--- src/hw/rtl/hvflf_pkg.sv ---
// Shared types and constants for the haptic velocity filter and lock force block
`default_nettype none
package hvflf_pkg;
    localparam int unsigned AXES = 3;
    localparam logic [37:0] C_B0   = 38'd943175;
    localparam logic [37:0] C_B1   = 38'd2829524;
    localparam logic [37:0] C_A1   = 38'd11806006103;
    localparam logic [37:0] C_A2   = 38'd10858536318;
    localparam logic [37:0] C_A3   = 38'd3339766569;
    localparam logic [37:0] C_DAMP = 38'd4294967;

    localparam logic [1:0] UNIT_MM = 2'd0;
    localparam logic [1:0] UNIT_CM = 2'd1;
    localparam logic [1:0] UNIT_DM = 2'd2;
    localparam logic [1:0] UNIT_M  = 2'd3;

    // Sequencer opcodes for the datapath
    localparam logic [3:0] OP_IDLE   = 4'd0;
    localparam logic [3:0] OP_LOAD   = 4'd1;
    localparam logic [3:0] OP_SCALE  = 4'd2;
    localparam logic [3:0] OP_RAW    = 4'd3;
    localparam logic [3:0] OP_MB0    = 4'd4;
    localparam logic [3:0] OP_MB1    = 4'd5;
    localparam logic [3:0] OP_MA1    = 4'd6;
    localparam logic [3:0] OP_MA2    = 4'd7;
    localparam logic [3:0] OP_MA3    = 4'd8;
    localparam logic [3:0] OP_VSAT   = 4'd9;
    localparam logic [3:0] OP_SPRING = 4'd10;
    localparam logic [3:0] OP_DAMP   = 4'd11;
    localparam logic [3:0] OP_COMMIT = 4'd12;
    localparam logic [3:0] OP_FBDAMP = 4'd13;
    localparam logic [3:0] OP_FBSTORE = 4'd14;

    typedef struct packed {
        logic [3:0] op;
        logic [1:0] axis;
    } dp_cmd_t;

    typedef struct packed {
        logic div_done;
        logic mul_done;
    } dp_stat_t;

    function automatic logic signed [63:0] sat64(input logic signed [63:0] v,
                                                  input int unsigned bits);
        logic signed [63:0] hi;
        logic signed [63:0] lo;
        hi = (64'sd1 <<< (bits - 1)) - 64'sd1;
        lo = -hi - 64'sd1;
        if (v > hi)
            sat64 = hi;
        else if (v < lo)
            sat64 = lo;
        else
            sat64 = v;
    endfunction
endpackage
`default_nettype wire

--- src/hw/rtl/hvflf_ctrl.sv ---
// Sequencer for sample and feedback items
`default_nettype none
module hvflf_ctrl (
    input  wire logic               clk,
    input  wire logic               rst_n,
    input  wire logic               in_valid,
    output logic                    in_ready,
    input  wire logic               kind,
    input  wire logic               out_slot_free,
    output logic                    out_load,
    output logic                    take,
    output hvflf_pkg::dp_cmd_t      cmd,
    input  wire hvflf_pkg::dp_stat_t stat
);
    localparam logic [2:0] S_IDLE = 3'd0;
    localparam logic [2:0] S_ISSUE = 3'd1;
    localparam logic [2:0] S_WAIT = 3'd2;
    localparam logic [2:0] S_EMIT = 3'd3;

    logic [2:0] st_reg, st_next;
    logic [3:0] op_reg, op_next;
    logic [1:0] ax_reg, ax_next;
    logic       fb_reg, fb_next;

    assign in_ready = (st_reg == S_IDLE);
    assign take = in_valid && in_ready;

    // Next opcode after the current one for this axis
    function automatic logic [3:0] succ(input logic [3:0] op);
        case (op)
            hvflf_pkg::OP_LOAD:   succ = hvflf_pkg::OP_SCALE;
            hvflf_pkg::OP_SCALE:  succ = hvflf_pkg::OP_RAW;
            hvflf_pkg::OP_RAW:    succ = hvflf_pkg::OP_MB0;
            hvflf_pkg::OP_MB0:    succ = hvflf_pkg::OP_MB1;
            hvflf_pkg::OP_MB1:    succ = hvflf_pkg::OP_MA1;
            hvflf_pkg::OP_MA1:    succ = hvflf_pkg::OP_MA2;
            hvflf_pkg::OP_MA2:    succ = hvflf_pkg::OP_MA3;
            hvflf_pkg::OP_MA3:    succ = hvflf_pkg::OP_VSAT;
            hvflf_pkg::OP_VSAT:   succ = hvflf_pkg::OP_SPRING;
            hvflf_pkg::OP_SPRING: succ = hvflf_pkg::OP_DAMP;
            hvflf_pkg::OP_DAMP:   succ = hvflf_pkg::OP_COMMIT;
            hvflf_pkg::OP_FBDAMP: succ = hvflf_pkg::OP_FBSTORE;
            default:              succ = hvflf_pkg::OP_IDLE;
        endcase
    endfunction

    always_comb
    begin
        st_next = st_reg;
        op_next = op_reg;
        ax_next = ax_reg;
        fb_next = fb_reg;
        cmd.op = hvflf_pkg::OP_IDLE;
        cmd.axis = ax_reg;
        out_load = 1'b0;
        case (st_reg)
            S_IDLE:
            begin
                if (take)
                begin
                    fb_next = kind;
                    ax_next = 2'd0;
                    op_next = kind ? hvflf_pkg::OP_FBDAMP : hvflf_pkg::OP_LOAD;
                    st_next = S_ISSUE;
                end
            end
            S_ISSUE:
            begin
                cmd.op = op_reg;
                if (op_reg == hvflf_pkg::OP_LOAD)
                    op_next = hvflf_pkg::OP_SCALE;
                else if (op_reg == hvflf_pkg::OP_COMMIT
                         || op_reg == hvflf_pkg::OP_FBSTORE)
                begin
                    if (ax_reg == 2'd2)
                        st_next = fb_reg ? S_IDLE : S_EMIT;
                    else
                    begin
                        ax_next = ax_reg + 2'd1;
                        op_next = fb_reg ? hvflf_pkg::OP_FBDAMP : hvflf_pkg::OP_SCALE;
                    end
                end
                else
                begin
                    op_next = succ(op_reg);
                    st_next = S_WAIT;
                end
            end
            S_WAIT:
            begin
                if (stat.div_done && stat.mul_done)
                    st_next = S_ISSUE;
            end
            S_EMIT:
            begin
                if (out_slot_free)
                begin
                    out_load = 1'b1;
                    st_next = S_IDLE;
                end
            end
            default: st_next = S_IDLE;
        endcase
    end

    always_ff @(posedge clk or negedge rst_n)
    begin
        if (!rst_n)
        begin
            st_reg <= S_IDLE;
            op_reg <= hvflf_pkg::OP_IDLE;
            ax_reg <= 2'd0;
            fb_reg <= 1'b0;
        end
        else
        begin
            st_reg <= st_next;
            op_reg <= op_next;
            ax_reg <= ax_next;
            fb_reg <= fb_next;
        end
    end
endmodule
`default_nettype wire
--- config.mk ---
export PLATFORM = sky130hd
export DESIGN_NAME = hvflf_ctrl
export DESIGN_NICKNAME = d
export VERILOG_FILES = /design/src/hw/rtl/hvflf_pkg.sv /design/src/hw/rtl/hvflf_ctrl.sv
export SDC_FILE = /design/constraint.sdc
export NUM_CORES = 1
export LEC_CHECK = 0
export BUFFER_PORTS_ARGS = -buffer_cell sky130_fd_sc_hd__buf_2
export CAP_MARGIN = 30
export CORE_MARGIN = 5
export CORE_UTILIZATION = 57
export DETAILED_ROUTE_END_ITERATION = 10
export PLACE_DENSITY = 0.87
export RECOVER_POWER = 50
export SKIP_LAST_GASP = 1
export SYNTH_ARGS = -nofsm -noshare
export SYNTH_HDL_FRONTEND = slang
export SYNTH_SLANG_ARGS = --single-unit
--- constraint.sdc ---
create_clock -name clk -period 2.4 [get_ports clk]
set_input_delay 0.12 -clock clk [delete_from_list [all_inputs] [get_ports clk]]
set_output_delay 0.12 -clock clk [all_outputs]
set_load 0.1 [all_outputs]
==> results of run 1 <==
synth_stat cells (all sizes together):
master and number:
o211ai 2, nand2b 2, a21o 1, nor3 3, and2b 1, o22ai 1
o21ai 4, o22a 2, o2bb2ai 1, a2bb2oi 1, o31ai 3, and3 1
a31oi 3, nor3b 1, ha 7, buf 3, nor4 1, dfrtp 9
inv 8, o221ai 1, a221oi 1, a211oi 2, or2 1, a21oi 5
nand3b 2, nor2 13, nand2 8, and2 4
cell type report:
| cell class | count | area share |
|---|---|---|
| sequential | 9 | 0.253 |
| multi-input combinational | 71 | 0.573 |
| tap | 15 | 0.0211 |
| timing repair buffer | 16 | 0.0899 |
| clock buffer | 4 | 0.0295 |
| inverter | 8 | 0.0337 |
metrics by stage:
stage                util  cell area (um^2)  worst slack [ns]  cells  hold slack, ns
finish              0.685               891             0.513    123          0.0908
global route        0.685               891             0.452    123           0.117
CTS                 0.689               897             0.653    123          0.0895
detailed placement  0.662               861             0.661    118         -0.0186
global placement    0.662               861             0.738    118         -0.0230
floorplan               -               797             0.306     91          -0.176
critical path, cell delays in order (launching register included):
cell,delay [ns]
dfrtp_1,0.48
nor2_4,0.15
clkbuf_1,0.86
logic make-up (layout without fill, tap and decap cells):
logic type,count (synthesis),after routing,synth area share
compound gates,27,27,0.269
fa+ha+maj,7,7,0.111
buf+inv,11,28,0.0760
flops,9,9,0.285
simple gates,37,37,0.260
final timing paths:
check | startpoint | cells after the start | slack (ns) | endpoint
max | st_reg[1] | 2 | 0.51 | in_ready
min | kind | 3 | 0.09 | fb_reg
max reg2reg | op_reg[0] | 6 | 0.65 | st_reg[0]
min reg2reg | ax_reg[0] | 1 | 0.54 | ax_reg[0]
max in group asynchronous | rst_n | 2 | 1.71 | op_reg[0]
min in group asynchronous | rst_n | 2 | 0.35 | op_reg[3]
metal layers:
layer | global-route usage | vias to the layer above | routed length [um] | part of all wire
met4 | 0.0552 | 0 | 24 | 0.014
met3 | 0.0651 | 6 | 69 | 0.039
met1 | 0.251 | 339 | 830 | 0.47
met2 | 0.289 | 15 | 839 | 0.48
met5 | 0 | - | 0 | 0
li1 | - | 357 | - | -
repair_timing:
action | in CTS | in global routing
hold buffers | 1 | 0
resized for setup | 0 | 0
endpoints found under the setup margin | 0 | 0
hold endpoints to repair | 9 | 0
==> impl_metrics.ini, run 1 <==
[timing]
rsz0062_at_grt = no
finClkSkew_ns = 0.00518
tightest_slew_ns = 1.16
max_freq_mhz = 530
finalCriticalPeriod_ns = 1.89
hold_viol_final = 0
final_max_slew_viol_count = 0
setup_viol_count_final = 0
maxSlewHeadroom = 0.231
fin_tns_setup_ns = 0
finalCritPeriodShare = 0.786

[global_routing]
globalRouteTotalUtil = 0.189
first_global_vias = 708
grt_max_degree = 13
grt_antenna_before_repair = 0
grt_overflow = 0
grt_pass1_wl_um = 3020

[clock_tree]
numCtsBuffers = 3
cts.sinks = 9
cts_setup_buffers = 0
clk_pin_slew_worst_paths_ns = 0.06
h-tree-depth = 1
clk_path_buf_depth = 2
tritoncts = built
root_buffer = clkbuf_4
insertion_delay_ns = 0.26

[setup_path]
critPathLaunchType = flip-flop
worstPathArrival_ns = 1.77
cp_max_fo = 9
critPathCaptureType = output port
required_ns = 2.28
crit_type = reg2out

[synthesis]
synth_nets = 105
synth_top_area_frac = 0.285
yosysUniqueCellTypes = 38
ys_ff_latch = 9
synthCells = 91
synth_area_leader_cell = dfrtp_1
ys_top_cells_by_area = dfrtp_1 (28%), ha_1 (11%), nor2_1 (5.2%)
syn_avg_cell_area_um2 = 8.69
seq_area_frac_synth = 0.285
yosysWarnings = 0
netlist_area_um2 = 791

[final_layout]
area.sequential_um2 = 225
multi_input_area_um2 = 510
area_delta_synth_final_pct = 12.7
diodes = 0
drive_above_1_share = 0.250
n_fill_cell = 115
largest_register_ffs = 4
fin_nets = 123
mostFrequentLayoutCells = nor2_1 (11), buf_2 (11), dfrtp_1 (9)

[route]
drc = 0
first_pass_iters = 4
wl_um = 1760
via_per_inst = 5.83
vias = 717
wl_per_cell_um = 14.3
ant_nets = 0
initialDrtViolationCount = 13

[status]
outcome = finished, final reports clean

[worst_hold_path]
hold_class = in2reg

[placement]
io_buffers = 15
place_congestion = 0.854
hpwl_um = 1350

[die]
core_area_um2 = 1300
fp-row-count = 13
io-pin-count = 16
dieArea_um2 = 2230
die_w_um = 47.2
start_util = 0.608
dieHeight_um = 47.2

[job]
max-cap-violations = 0
Power of run 1 is left out: the tool's default activity adds up to more than one toggle a clock period on the data nets, which glitch-free logic cannot reach.
==> run 2: changes to the inputs <==
- CORE_UTILIZATION: 57 -> 48
- PLACE_DENSITY: 0.87 -> 0.79
- clock period: 2.4 -> 1.7 ns (I/O delays scaled with it)
==> impl_metrics.ini, run 2 (synthesized netlist as in run 1, its figures left out) <==
[status]
outcome = finished, final reports clean

[final_layout]
mostFrequentLayoutCells = nor2_1 (11), buf_2 (10), inv_1 (8), nand2_1 (8)
drive_above_1_share = 0.366
area_delta_synth_final_pct = 23.1
largest_register_ffs = 4
diodes = 0
fin_nets = 127
final_common_cell = nor2_1
final_cells = 128

[die]
dieArea_um2 = 2560
dieHeight_um = 50.6
die_w_um = 50.6
io-pin-count = 16
fp-row-count = 14
start_util = 0.513
core_area_um2 = 1540

[setup_path]
timing.rr.start = op_reg[1]
worstPathArrival_ns = 1.53
cp_max_fo = 9
reg2reg_depth = 6
regToRegSetupSlack_ns = 0.11
cp_cell_sequence = nand2b_2 > nor2_1 > clkbuf_4
slowest_stage = dfrtp_1
critPathCaptureType = output port
cp_num_buf_inv = 1
critPathLaunchType = flip-flop
crit_type = reg2out
worst_r2r_endpoint = op_reg[3]
cp_top_family = flip-flops
required_ns = 1.62
critPathMaxStageDelay_ns = 0.48

[worst_hold_path]
min_from = kind
min_to = fb_reg
hold_class = in2reg
worstHoldPathCells = 3

[timing]
fin_hold_ws_ns = 0.0677
finClkSkew_ns = 0.000443
final_max_slew_viol_count = 0
finalCritPeriodShare = 0.949
worst_slack_ns = 0.0865
maxSlewHeadroom = 0.677
hold_viol_final = 0
max_freq_mhz = 620
tightest_slew_ns = 0.485
rsz0062_at_grt = yes
finalCriticalPeriod_ns = 1.61
setup_viol_count_final = 0

[global_routing]
grt_antenna_before_repair = 0
grt_overflow = 0
globalRouteTotalUtil = 0.146
grt_max_degree = 13
first_global_vias = 667
grt_pass1_wl_um = 2940

[route]
wl_um = 1810
via_per_inst = 5.95
initialDrtViolationCount = 37
wl_per_cell_um = 14.1
drc = 0
ant_nets = 0
first_pass_iters = 4
vias = 761

[clock_tree]
insertion_delay_ns = 0.26
root_buffer = clkbuf_4
numCtsBuffers = 3
clk_path_buf_depth = 2
tritoncts = built
h-tree-depth = 1
cts.sinks = 9
clk_pin_slew_worst_paths_ns = 0.06

[placement]
dpl_worst_slack_ns = 0.0785
hpwl_um = 1370
io_buffers = 15
place_congestion = 0.880
dp.cells = 120

[job]
max-cap-violations = 0
==> run 2: what timing repair did <==
| action | in CTS | in global routing |
|---|---|---|
| gates resized for setup | 0 | 7 |
| hold buffers | 1 | 0 |
| endpoints found under the hold margin | 9 | 0 |
| setup endpoints to repair | 0 | 8 |
| setup buffers | 0 | 3 |
==> run 2: how the worst max path moves through the flow <==
| stage | start | endpoint | cells after the start |
|---|---|---|---|
| after floorplan | st_reg[1] | cmd[2] | 3 |
| after global placement | op_reg[1] | op_reg[3] | 6 |
| after detailed placement | op_reg[1] | op_reg[3] | 6 |
| after CTS | st_reg[1] | cmd[3] | 3 |
| after global routing | op_reg[2] | cmd[4] | 3 |
| final | st_reg[1] | cmd[4] | 3 |
==> run 2: area by class of cell <==
cell class              count  area, um^2
clock buffers               4        26.3
fillers                   131         568
inverters                   8        30.0
multi-input cells          71         532
flip-flops and latches      9         229
well taps                  16        20.0
repair buffers             20         136
==> run 2: through the flow <==
stage	TNS, ns	util	instance area [um^2]
after floorplan	-1.41	-	802
after global placement	0	0.577	890
after detailed placement	0	0.577	890
after CTS	0	0.601	926
after global routing	-0.0349	0.631	973
final	0	0.631	973
==> run 2: worst register-to-register path: stages (launching register included) <==
cell	delay [ns]
dfrtp_1	0.41
inv_1	0.12
ha_2	0.22
o211ai_4	0.29
o21ai_2	0.12
and2_4	0.15
o22a_1	0.17
==> run 2: routing by layer <==
layer / GRT usage / vias to the layer above / wire (um)
li1: - / 366 / -
met1: 0.186 / 377 / 799
met2: 0.229 / 18 / 923
met3: 0.0592 / 0 / 86
met4: 0.0383 / 0 / 0
met5: 0 / - / 0
Power of run 2 is left out for the same reason.
